## src/sv/wavetable_sine_oscillator_bank_core_assert.svh

```systemverilog
// Assertion macros for the wavetable sine oscillator bank.
// Used by the top level; needs signals named clock and reset in scope.
`ifndef WAVETABLE_SINE_OSCILLATOR_BANK_CORE_ASSERT_SVH
`define WAVETABLE_SINE_OSCILLATOR_BANK_CORE_ASSERT_SVH

// Same-cycle implication, disabled during reset.
`define WSOB_ASSERT_NOW(lbl, ante, cons, msg) \
   lbl: assert property (@(posedge clock) disable iff (reset) (ante) |-> (cons)) \
      else $error(msg);

// Next-cycle implication, disabled during reset.
`define WSOB_ASSERT_NEXT(lbl, ante, cons, msg) \
   lbl: assert property (@(posedge clock) disable iff (reset) (ante) |=> (cons)) \
      else $error(msg);

`endif

```

## src/sv/wsob_pkg.sv

```systemverilog
// Shared types, sizes and the sine table for the oscillator bank.
// No dependencies; imported by every module of the block.
`timescale 1ns / 1ps

package wsob_pkg;

   // Sizes. WAVE_POSITIONS is a power of two, so the phase wraps by truncation.
   localparam int NUM_CHANNELS   = 8;
   localparam int WAVE_POSITIONS = 64;
   localparam int FRACTION_BITS  = 16;

   localparam int CH_W     = 3;
   localparam int INC_W    = 22;
   localparam int SAMPLE_W = 16;
   localparam int POS_W    = $clog2(WAVE_POSITIONS);
   localparam int PHASE_W  = POS_W + FRACTION_BITS;
   localparam int ROM_AW   = 6;
   localparam int NUM_REGS = 2 ** CH_W;

   // Response queue depth; bounds the requests in flight.
   localparam int QDEPTH = 4;
   localparam int QPTR_W = $clog2(QDEPTH);
   localparam int QCNT_W = $clog2(QDEPTH + 1);

   // CSR address width: registers at byte address 4*i.
   localparam int CSR_AW = CH_W + 2;
   localparam int CSR_DW = 32;

   typedef struct packed {
      logic            valid;
      logic            live;
      logic [CH_W-1:0] ch;
   } tag_type;

   typedef struct packed {
      logic signed [SAMPLE_W-1:0] sample;
      logic [CH_W-1:0]            ch;
   } rsp_type;

   localparam logic [15:0] QUARTER_WAVE [0:16] = '{
      16'd0,     16'd3212,  16'd6393,  16'd9512,  16'd12539, 16'd15446,
      16'd18204, 16'd20787, 16'd23170, 16'd25329, 16'd27245, 16'd28898,
      16'd30273, 16'd31356, 16'd32137, 16'd32609, 16'd32767
   };

   // Full-wave sine entry built from the quarter-wave table.
   function automatic logic signed [SAMPLE_W-1:0] sine_entry(input logic [ROM_AW-1:0] k);
      logic [4:0]  q;
      logic [15:0] mag;
      q = k[4:0];
      if (q <= 5'd16) begin
         mag = QUARTER_WAVE[q];
      end else begin
         mag = QUARTER_WAVE[5'(6'd32 - {1'b0, q})];
      end
      return k[5] ? SAMPLE_W'(-$signed(mag)) : $signed(mag);
   endfunction

   // Map a table position onto the 64-entry ROM: floor(pos * 64 / WAVE_POSITIONS).
   function automatic logic [ROM_AW-1:0] rom_index(input logic [POS_W-1:0] pos);
      logic [POS_W+ROM_AW-1:0] t;
      t = {pos, ROM_AW'(0)};
      return t[POS_W +: ROM_AW];
   endfunction

endpackage

```

## src/sv/wavetable_sine_oscillator_bank_core.sv

```systemverilog
// Wavetable sine oscillator bank: each request names a channel and returns one
// interpolated Q1.15 sine sample for it, then advances that channel's Q6.16
// phase by its increment register (CSR at byte address 4*channel). One request
// is taken every cycle while req_stall is low. Each taken request passes stage
// 1 and stage 2 and is then pushed into the response queue, raising rsp_valid.
// The rate is set by the single phase RAM, read when a request is taken and
// written in the cycle after, with the previous update forwarded. A four-entry
// response queue bounds the requests in flight: while results wait on
// rsp_stall, requests keep flowing until four are in flight, then req_stall
// holds them. req_stall is also high during reset. Depends on wsob_pkg.
`timescale 1ns / 1ps

module wavetable_sine_oscillator_bank_core
   import wsob_pkg::*;
(
   input  logic                       clock,
   input  logic                       reset,
   // request channel
   input  logic                       req_valid,
   output logic                       req_stall,
   input  logic [CH_W-1:0]            req_channel_sel,
   // result channel
   output logic                       rsp_valid,
   input  logic                       rsp_stall,
   output logic signed [SAMPLE_W-1:0] rsp_sample_out,
   output logic [CH_W-1:0]            rsp_channel_out,
   // configuration port
   input  logic                       csr_psel,
   input  logic                       csr_penable,
   input  logic                       csr_pwrite,
   input  logic [CSR_AW-1:0]          csr_paddr,
   input  logic [CSR_DW-1:0]          csr_pwdata,
   output logic [CSR_DW-1:0]          csr_prdata,
   output logic                       csr_pready
);

`include "wavetable_sine_oscillator_bank_core_assert.svh"

   logic [INC_W-1:0]   inc_ff [NUM_REGS];
   logic [CH_W-1:0]    csr_index;
   logic               csr_write;

   logic               req_accept;
   tag_type            s1_ff, s1_in;
   tag_type            s2_ff;
   logic [PHASE_W-1:0] s2_phase_ff;

   logic [PHASE_W-1:0] ram_rd_data;
   logic [PHASE_W-1:0] phase_cur;
   logic [PHASE_W-1:0] phase_new;
   logic               phase_wr;

   logic signed [SAMPLE_W-1:0] interp_sample;
   rsp_type            push_data;
   rsp_type            q_head;
   logic [QCNT_W-1:0]  q_count;
   logic [QCNT_W-1:0]  inflight;
   logic               rsp_pop;

   // ---------------------------------------------------------------- CSR
   // Decode by word address; pready stays high so the access phase never waits.
   assign csr_index  = csr_paddr[CSR_AW-1:2];
   assign csr_write  = csr_psel && csr_penable && csr_pwrite;
   assign csr_pready = 1'b1;
   assign csr_prdata = CSR_DW'(inc_ff[csr_index]);

   always_ff @(posedge clock) begin
      if (reset) begin
         for (int i = 0; i < NUM_REGS; i++) begin
            inc_ff[i] <= '0;
         end
      end else if (csr_write) begin
         inc_ff[csr_index] <= csr_pwdata[INC_W-1:0];
      end
   end

   // ---------------------------------------------------------------- admit
   // Hold requests once every queue slot is promised to an item in flight,
   // and throughout reset.
   assign inflight   = QCNT_W'(s1_ff.valid) + QCNT_W'(s2_ff.valid) + q_count;
   assign req_stall  = reset || (inflight >= QCNT_W'(QDEPTH));
   assign req_accept = req_valid && !req_stall;

   always_comb begin
      s1_in.valid = req_accept;
      s1_in.live  = int'(req_channel_sel) < NUM_CHANNELS;
      s1_in.ch    = req_channel_sel;
   end

   // ---------------------------------------------------------------- phase RMW
   // Read the phase as the request is taken; it lands with the item in stage 1.
   wsob_phase_ram u_phase_ram (
      .clock   (clock),
      .reset   (reset),
      .rd_en   (req_accept),
      .rd_addr (req_channel_sel),
      .rd_data (ram_rd_data),
      .wr_en   (phase_wr),
      .wr_addr (s1_ff.ch),
      .wr_data (phase_new)
   );

   // The item one stage ahead writes at the edge the read is taken, so its
   // update is not in the RAM data yet: forward it on a channel match.
   always_comb begin
      if (s2_ff.valid && s2_ff.live && (s2_ff.ch == s1_ff.ch)) begin
         phase_cur = s2_phase_ff;
      end else begin
         phase_cur = ram_rd_data;
      end
      phase_new = phase_cur + PHASE_W'(inc_ff[s1_ff.ch]);
      phase_wr  = s1_ff.valid && s1_ff.live;
   end

   always_ff @(posedge clock) begin
      s2_phase_ff <= phase_new;
   end

   always_ff @(posedge clock) begin
      if (reset) begin
         s1_ff <= '0;
         s2_ff <= '0;
      end else begin
         s1_ff <= s1_in;
         s2_ff <= s1_ff;
      end
   end

   // ---------------------------------------------------------------- sample
   wsob_interp u_interp (
      .clock  (clock),
      .phase  (phase_cur),
      .sample (interp_sample)
   );

   // Drop the sample of a channel outside the bank: it reads as zero.
   always_comb begin
      push_data.sample = s2_ff.live ? interp_sample : '0;
      push_data.ch     = s2_ff.ch;
   end

   // ---------------------------------------------------------------- results
   assign rsp_pop = rsp_valid && !rsp_stall;

   wsob_rsp_queue u_rsp_queue (
      .clock     (clock),
      .reset     (reset),
      .push      (s2_ff.valid),
      .push_data (push_data),
      .pop       (rsp_pop),
      .head      (q_head),
      .count     (q_count)
   );

   assign rsp_valid       = q_count != '0;
   assign rsp_sample_out  = q_head.sample;
   assign rsp_channel_out = q_head.ch;

   // ---------------------------------------------------------------- checks
   `WSOB_ASSERT_NOW(a_q_room, s2_ff.valid, q_count < QCNT_W'(QDEPTH), "response queue overflow")
   `WSOB_ASSERT_NOW(a_inflight_bound, 1'b1, inflight <= QCNT_W'(QDEPTH), "too many in flight")
   `WSOB_ASSERT_NEXT(a_req_kept, req_accept, s1_ff.valid && s1_ff.ch == $past(req_channel_sel), "lost")

endmodule

```

## src/sv/wsob_phase_ram.sv

```systemverilog
// Phase store: one synchronous write port, one registered read port.
// Per-entry valid bits make never-written entries read as zero. Uses wsob_pkg.
`timescale 1ns / 1ps

module wsob_phase_ram
   import wsob_pkg::*;
(
   input  logic               clock,
   input  logic               reset,
   input  logic               rd_en,
   input  logic [CH_W-1:0]    rd_addr,
   output logic [PHASE_W-1:0] rd_data,
   input  logic               wr_en,
   input  logic [CH_W-1:0]    wr_addr,
   input  logic [PHASE_W-1:0] wr_data
);

   logic [PHASE_W-1:0]  mem [NUM_REGS];
   logic [NUM_REGS-1:0] valid_ff;
   logic [PHASE_W-1:0]  rd_data_ff;
   logic                rd_valid_ff;

   always_ff @(posedge clock) begin
      if (wr_en) begin
         mem[wr_addr] <= wr_data;
      end
      if (rd_en) begin
         rd_data_ff <= mem[rd_addr];
      end
   end

   always_ff @(posedge clock) begin
      if (reset) begin
         valid_ff    <= '0;
         rd_valid_ff <= 1'b0;
      end else begin
         if (wr_en) begin
            valid_ff[wr_addr] <= 1'b1;
         end
         if (rd_en) begin
            rd_valid_ff <= valid_ff[rd_addr];
         end
      end
   end

   assign rd_data = rd_valid_ff ? rd_data_ff : '0;

endmodule

```

## src/sv/wsob_interp.sv

```systemverilog
// Interpolator: ROM lookup of both neighbors, then one multiply and round.
// Uses wsob_pkg for sizes and the sine table.
`timescale 1ns / 1ps

module wsob_interp
   import wsob_pkg::*;
(
   input  logic                       clock,
   input  logic [PHASE_W-1:0]         phase,
   output logic signed [SAMPLE_W-1:0] sample
);

   localparam int PROD_W = SAMPLE_W + 1 + FRACTION_BITS + 1;
   localparam int ACC_W  = SAMPLE_W + FRACTION_BITS + 3;

   logic [POS_W-1:0]          pos;
   logic [POS_W-1:0]          pos_next;
   logic signed [SAMPLE_W-1:0] a_in, a_ff;
   logic signed [SAMPLE_W:0]   d_in, d_ff;
   logic [FRACTION_BITS-1:0]   frac_ff;
   logic signed [PROD_W-1:0]   prod;
   logic signed [ACC_W-1:0]    acc;

   // Look up both entries and take their difference.
   always_comb begin
      pos      = phase[FRACTION_BITS +: POS_W];
      pos_next = pos + POS_W'(1);
      a_in     = sine_entry(rom_index(pos));
      d_in     = (SAMPLE_W + 1)'(sine_entry(rom_index(pos_next)))
               - (SAMPLE_W + 1)'(a_in);
   end

   always_ff @(posedge clock) begin
      a_ff    <= a_in;
      d_ff    <= d_in;
      frac_ff <= phase[FRACTION_BITS-1:0];
   end

   // a*2^F + (b-a)*f, rounded to nearest with halves going up.
   always_comb begin
      prod   = PROD_W'(d_ff * $signed({1'b0, frac_ff}));
      acc    = (ACC_W'(a_ff) <<< FRACTION_BITS) + ACC_W'(prod)
             + (ACC_W'(1) <<< (FRACTION_BITS - 1));
      sample = acc[FRACTION_BITS +: SAMPLE_W];
   end

endmodule

```

## src/sv/wsob_rsp_queue.sv

```systemverilog
// Response queue between the datapath and the result channel.
// Small register array with head read; uses wsob_pkg.
`timescale 1ns / 1ps

module wsob_rsp_queue
   import wsob_pkg::*;
(
   input  logic              clock,
   input  logic              reset,
   input  logic              push,
   input  rsp_type           push_data,
   input  logic              pop,
   output rsp_type           head,
   output logic [QCNT_W-1:0] count
);

   rsp_type           entry_ff [QDEPTH];
   logic [QPTR_W-1:0] wr_ptr_ff, wr_ptr_in;
   logic [QPTR_W-1:0] rd_ptr_ff, rd_ptr_in;
   logic [QCNT_W-1:0] count_ff, count_in;

   always_comb begin
      wr_ptr_in = push ? wr_ptr_ff + QPTR_W'(1) : wr_ptr_ff;
      rd_ptr_in = pop  ? rd_ptr_ff + QPTR_W'(1) : rd_ptr_ff;
      count_in  = count_ff + QCNT_W'(push) - QCNT_W'(pop);
   end

   always_ff @(posedge clock) begin
      if (push) begin
         entry_ff[wr_ptr_ff] <= push_data;
      end
   end

   always_ff @(posedge clock) begin
      if (reset) begin
         wr_ptr_ff <= '0;
         rd_ptr_ff <= '0;
         count_ff  <= '0;
      end else begin
         wr_ptr_ff <= wr_ptr_in;
         rd_ptr_ff <= rd_ptr_in;
         count_ff  <= count_in;
      end
   end

   assign head  = entry_ff[rd_ptr_ff];
   assign count = count_ff;

endmodule
```

## config.mk

```make
export PLATFORM = sky130hd
export DESIGN_NAME = wavetable_sine_oscillator_bank_core
export DESIGN_NICKNAME = d
export VERILOG_FILES = /design/src/sv/wsob_pkg.sv /design/src/sv/wavetable_sine_oscillator_bank_core.sv /design/src/sv/wsob_phase_ram.sv /design/src/sv/wsob_interp.sv /design/src/sv/wsob_rsp_queue.sv
export VERILOG_INCLUDE_DIRS = /design/src /design/src/sv
export SDC_FILE = /design/constraint.sdc
export NUM_CORES = 2
export LEC_CHECK = 0
export ABC_AREA = 1
export BUFFER_PORTS_ARGS = -buffer_cell sky130_fd_sc_hd__buf_2
export CORE_ASPECT_RATIO = 1.2
export CORE_UTILIZATION = 45
export CTS_CLUSTER_SIZE = 10
export DETAILED_ROUTE_END_ITERATION = 10
export PLACE_DENSITY = 0.62
export SLEW_MARGIN = 10
export SYNTH_ARGS = -nofsm -noshare
export SYNTH_HDL_FRONTEND = slang
export SYNTH_SLANG_ARGS = --single-unit
```

## constraint.sdc

```tcl
create_clock -name clock -period 7.3 [get_ports clock]
set_input_delay 1.46 -clock clock [delete_from_list [all_inputs] [get_ports clock]]
set_output_delay 1.46 -clock clock [all_outputs]
set_load 0.005 [all_outputs]
```

==> impl_metrics.tcl <==
set metrics [dict create \
    status "finished clean" \
    dr.max_layer_used "met5" \
    area_delta_synth_final_pct 10.02 \
    hold_viol_final 0 \
    min_period_ns 6.627 \
    hpwl_um 73370 \
    cts-buffers-inserted 67 \
    grt_overflow 0 \
    syn_area_um2 37580 \
    dpl_cell_area_um2 39300 \
    diodes 0 \
    cts_hold_buf 0 \
    die_area_um2 84670 \
    postRouteAntennaNets 0 \
    crit_start "s2_ff[3]" \
    yosysUniqueCellTypes 58 \
    final-setup-viol-count 0 \
    slew_headroom_pct 22.97 \
    synth_edf_count 450 \
    grt_max_degree 93 \
    htree_levels 3 \
    critPathMaxFanout 27 \
    io_pins 101 \
    maxCapViolations 0 \
    final_cell_mix "811 x inv_1, 658 x nand2_1, 498 x nor2_1" \
    dieWidth_um 265.8 \
    via_per_inst 5.302 \
    synthCells 4136 \
    hold_path.class "reg2reg" \
    worstPathRequired_ns 7.81 \
    place_congestion 0.9277 \
    finalCritPeriodShare_pct 90.78 \
    worst_ep_arrival_time_ns 7.13 \
    drcViolationCount 0 \
    path_common_cell "nand2_1" \
    max_stage_delay_ns 0.51 \
    clock_path_buffers 3 \
    synth.yosys.seq_area_share_pct 41.23 \
    die_y_um 318.6 \
    vdd_drop_max_mv 0.2348 \
    synthFlopType "edfxtp_1" \
    synth_warnings 0 \
    final_cell_area_um2 41340 \
    antenna_found_initial 1 \
    rsz0062_at_grt "false" \
    max_freq_mhz 150.9 \
    slowest_stage "dfxtp_1" \
    wl_per_cell_um 19.44 \
    final_common_cell "inv_1" \
    reg2reg_from "s2_ff[3]" \
    core-area_um2 82300 \
    post_cts_buffers 0 \
    startpoint_type "register" \
    hp-start "s1_ff[3]" \
    numClockSinks 549 \
    wl_met2_um 52280 \
    min_to "s2_ff[3]" \
    cp-end-kind "register" \
    tightest_slew_ns 1.154 \
    p_leak_nw 19.24 \
    cts_tree "done" \
    grt_usage_pct 24.69 \
    slew_violations 0 \
    rrSetupSlack_ns 0.67 \
    clock_latency_ns 0.61 \
    synth.top_cells.by_area "edfxtp_1 36%, fa_1 16%, inv_1 8.1%" \
    drive_gt1_share_pct 8.692 \
    p_per_area_nw_per_um2 319.7 \
    yosysTopAreaCell "edfxtp_1" \
    rows 115 \
    worstSetupPathType "reg2reg" \
    met3_length_um 6222 \
    fin_setup_tns_ns 0 \
    port_buffers 77 \
    avgSynthCellArea_um2 9.085 \
    dr.pass1.iters 5 \
    hold_depth 2 \
    cts.repair.resized 0 \
    vias 28338 \
    reg2reg_depth 34 \
    async_flop_share_pct 0 \
    nNetsFinal 4681 \
    r2r-end "u_interp.d_ff[13]" \
    synth_top_area_share_pct 35.96 \
    cts-root-buf "clkbuf_16" \
    clock_skew_ns 0.04225 \
    grt_pass1_vias 28016 \
    num-fill-cells 7672 \
    start_util_pct 45.66 \
    drtIter0Drc 2132 \
    final_util_pct 50.23 \
    cts.clk_slew.worst_paths_ns 0.06 \
    totalWireLength_um 103900 \
    m1WireLength_um 40420 \
    synth_seq_cells 549 \
    grt_pass1_wl_um 160100 \
]
## power breakdown
group	internal, mW	switching (mW)	total, mW
registers	3.88	0.261	4.14
clock network	1.85	1.26	3.11
logic	2.03	3.93	5.96
total	7.77	5.45	13.2
## registers in the layout, summed over array words and instances, names as in the netlist, 16 cells and up, named ones only
name and cells:
u_interp.d_ff 17, u_interp.a_ff 16, u_phase_ram.mem 176, inc_ff 176
u_phase_ram.rd_data_ff 22, u_interp.frac_ff 16, s2_phase_ff 22, u_rsp_queue.entry_ff 76
## cell usage after synthesis, types with 23 or more instances
| master | n |
|---|---|
| xnor2_1 | 30 |
| ha_1 | 151 |
| edfxtp_1 | 450 |
| o21ai_0 | 210 |
| nor3_1 | 23 |
| clkbuf_1 | 158 |
| a21oi_1 | 91 |
| o22ai_1 | 124 |
| nand4_1 | 26 |
| xor2_1 | 43 |
| dfxtp_1 | 99 |
| nand2_1 | 658 |
| a31oi_1 | 33 |
| nor2_1 | 506 |
| nand3_1 | 125 |
| nand2_2 | 27 |
| fa_1 | 293 |
| inv_1 | 812 |
| a22oi_1 | 27 |
## final cells by class
class | count | area [um2] | area share, %
clock buffers | 101 | 1834 | 4.437
clock inverters | 12 | 207.7 | 0.5024
inverters | 834 | 3131 | 7.572
multi-input cells | 2565 | 18180 | 43.97
flip-flops and latches | 549 | 15490 | 37.48
well taps | 1111 | 1390 | 3.362
repair buffers | 173 | 1106 | 2.675
## routing by layer
metal | GRT usage, % | vias up
li1 | - | 13340
met2 | 43.08 | 1010
met5 | 0 | -
met3 | 2.892 | 278
met1 | 30.24 | 13708
met4 | 11.86 | 2
## logic make-up (layout without fill, tap and decap cells)
family	after synthesis	count (layout)	synth area share (%)
xor gates and xnor gates	75	75	1.788
buffers and inverters	1031	1120	10.65
other	2	11	0.01999
and+or+nand+nor	1437	1437	16.14
DFF	549	549	41.23
adders and majority gates	444	444	20.64
AOI/OAI and AO/OA	598	598	9.530
## worst max-delay path, delay by kind of cell, from the launching register on
family	cells	cell delay, ns
XOR/XNOR	1	0.13
flip-flops	1	0.51
buffers and inverters	2	0.21
AND/OR/NAND/NOR	21	3.34
AO/OA/AOI/OAI	6	1.12
adder cells (fa/ha/maj)	4	1.22
## worst max-delay path by stage
stage	to	slack, ns	cells past startpoint
final	u_interp.d_ff[13]	0.67	34
after floorplan	u_rsp_queue.entry_ff[0][15]	1.47	28
after detailed placement	u_interp.d_ff[16]	0.75	32
after CTS	u_interp.d_ff[16]	0.70	32
after global placement	u_interp.d_ff[16]	0.77	32
after global routing	u_interp.d_ff[16]	0.08	32
## per-stage QoR
stage	cells	total power [mW]	worst slack, ns	hold slack [ns]
6_report	5345	13.22	0.6730	0.4222
5_1_grt	5345	14.19	0.07604	0.4535
2_1_floorplan	4145	8.230	1.466	0.4033
3_3_place_gp	5232	10.12	0.7693	0.4112
3_5_place_dp	5232	10.19	0.7492	0.4125
4_1_cts	5345	13.33	0.7040	0.4212
(Power assumes the default switching activity.)
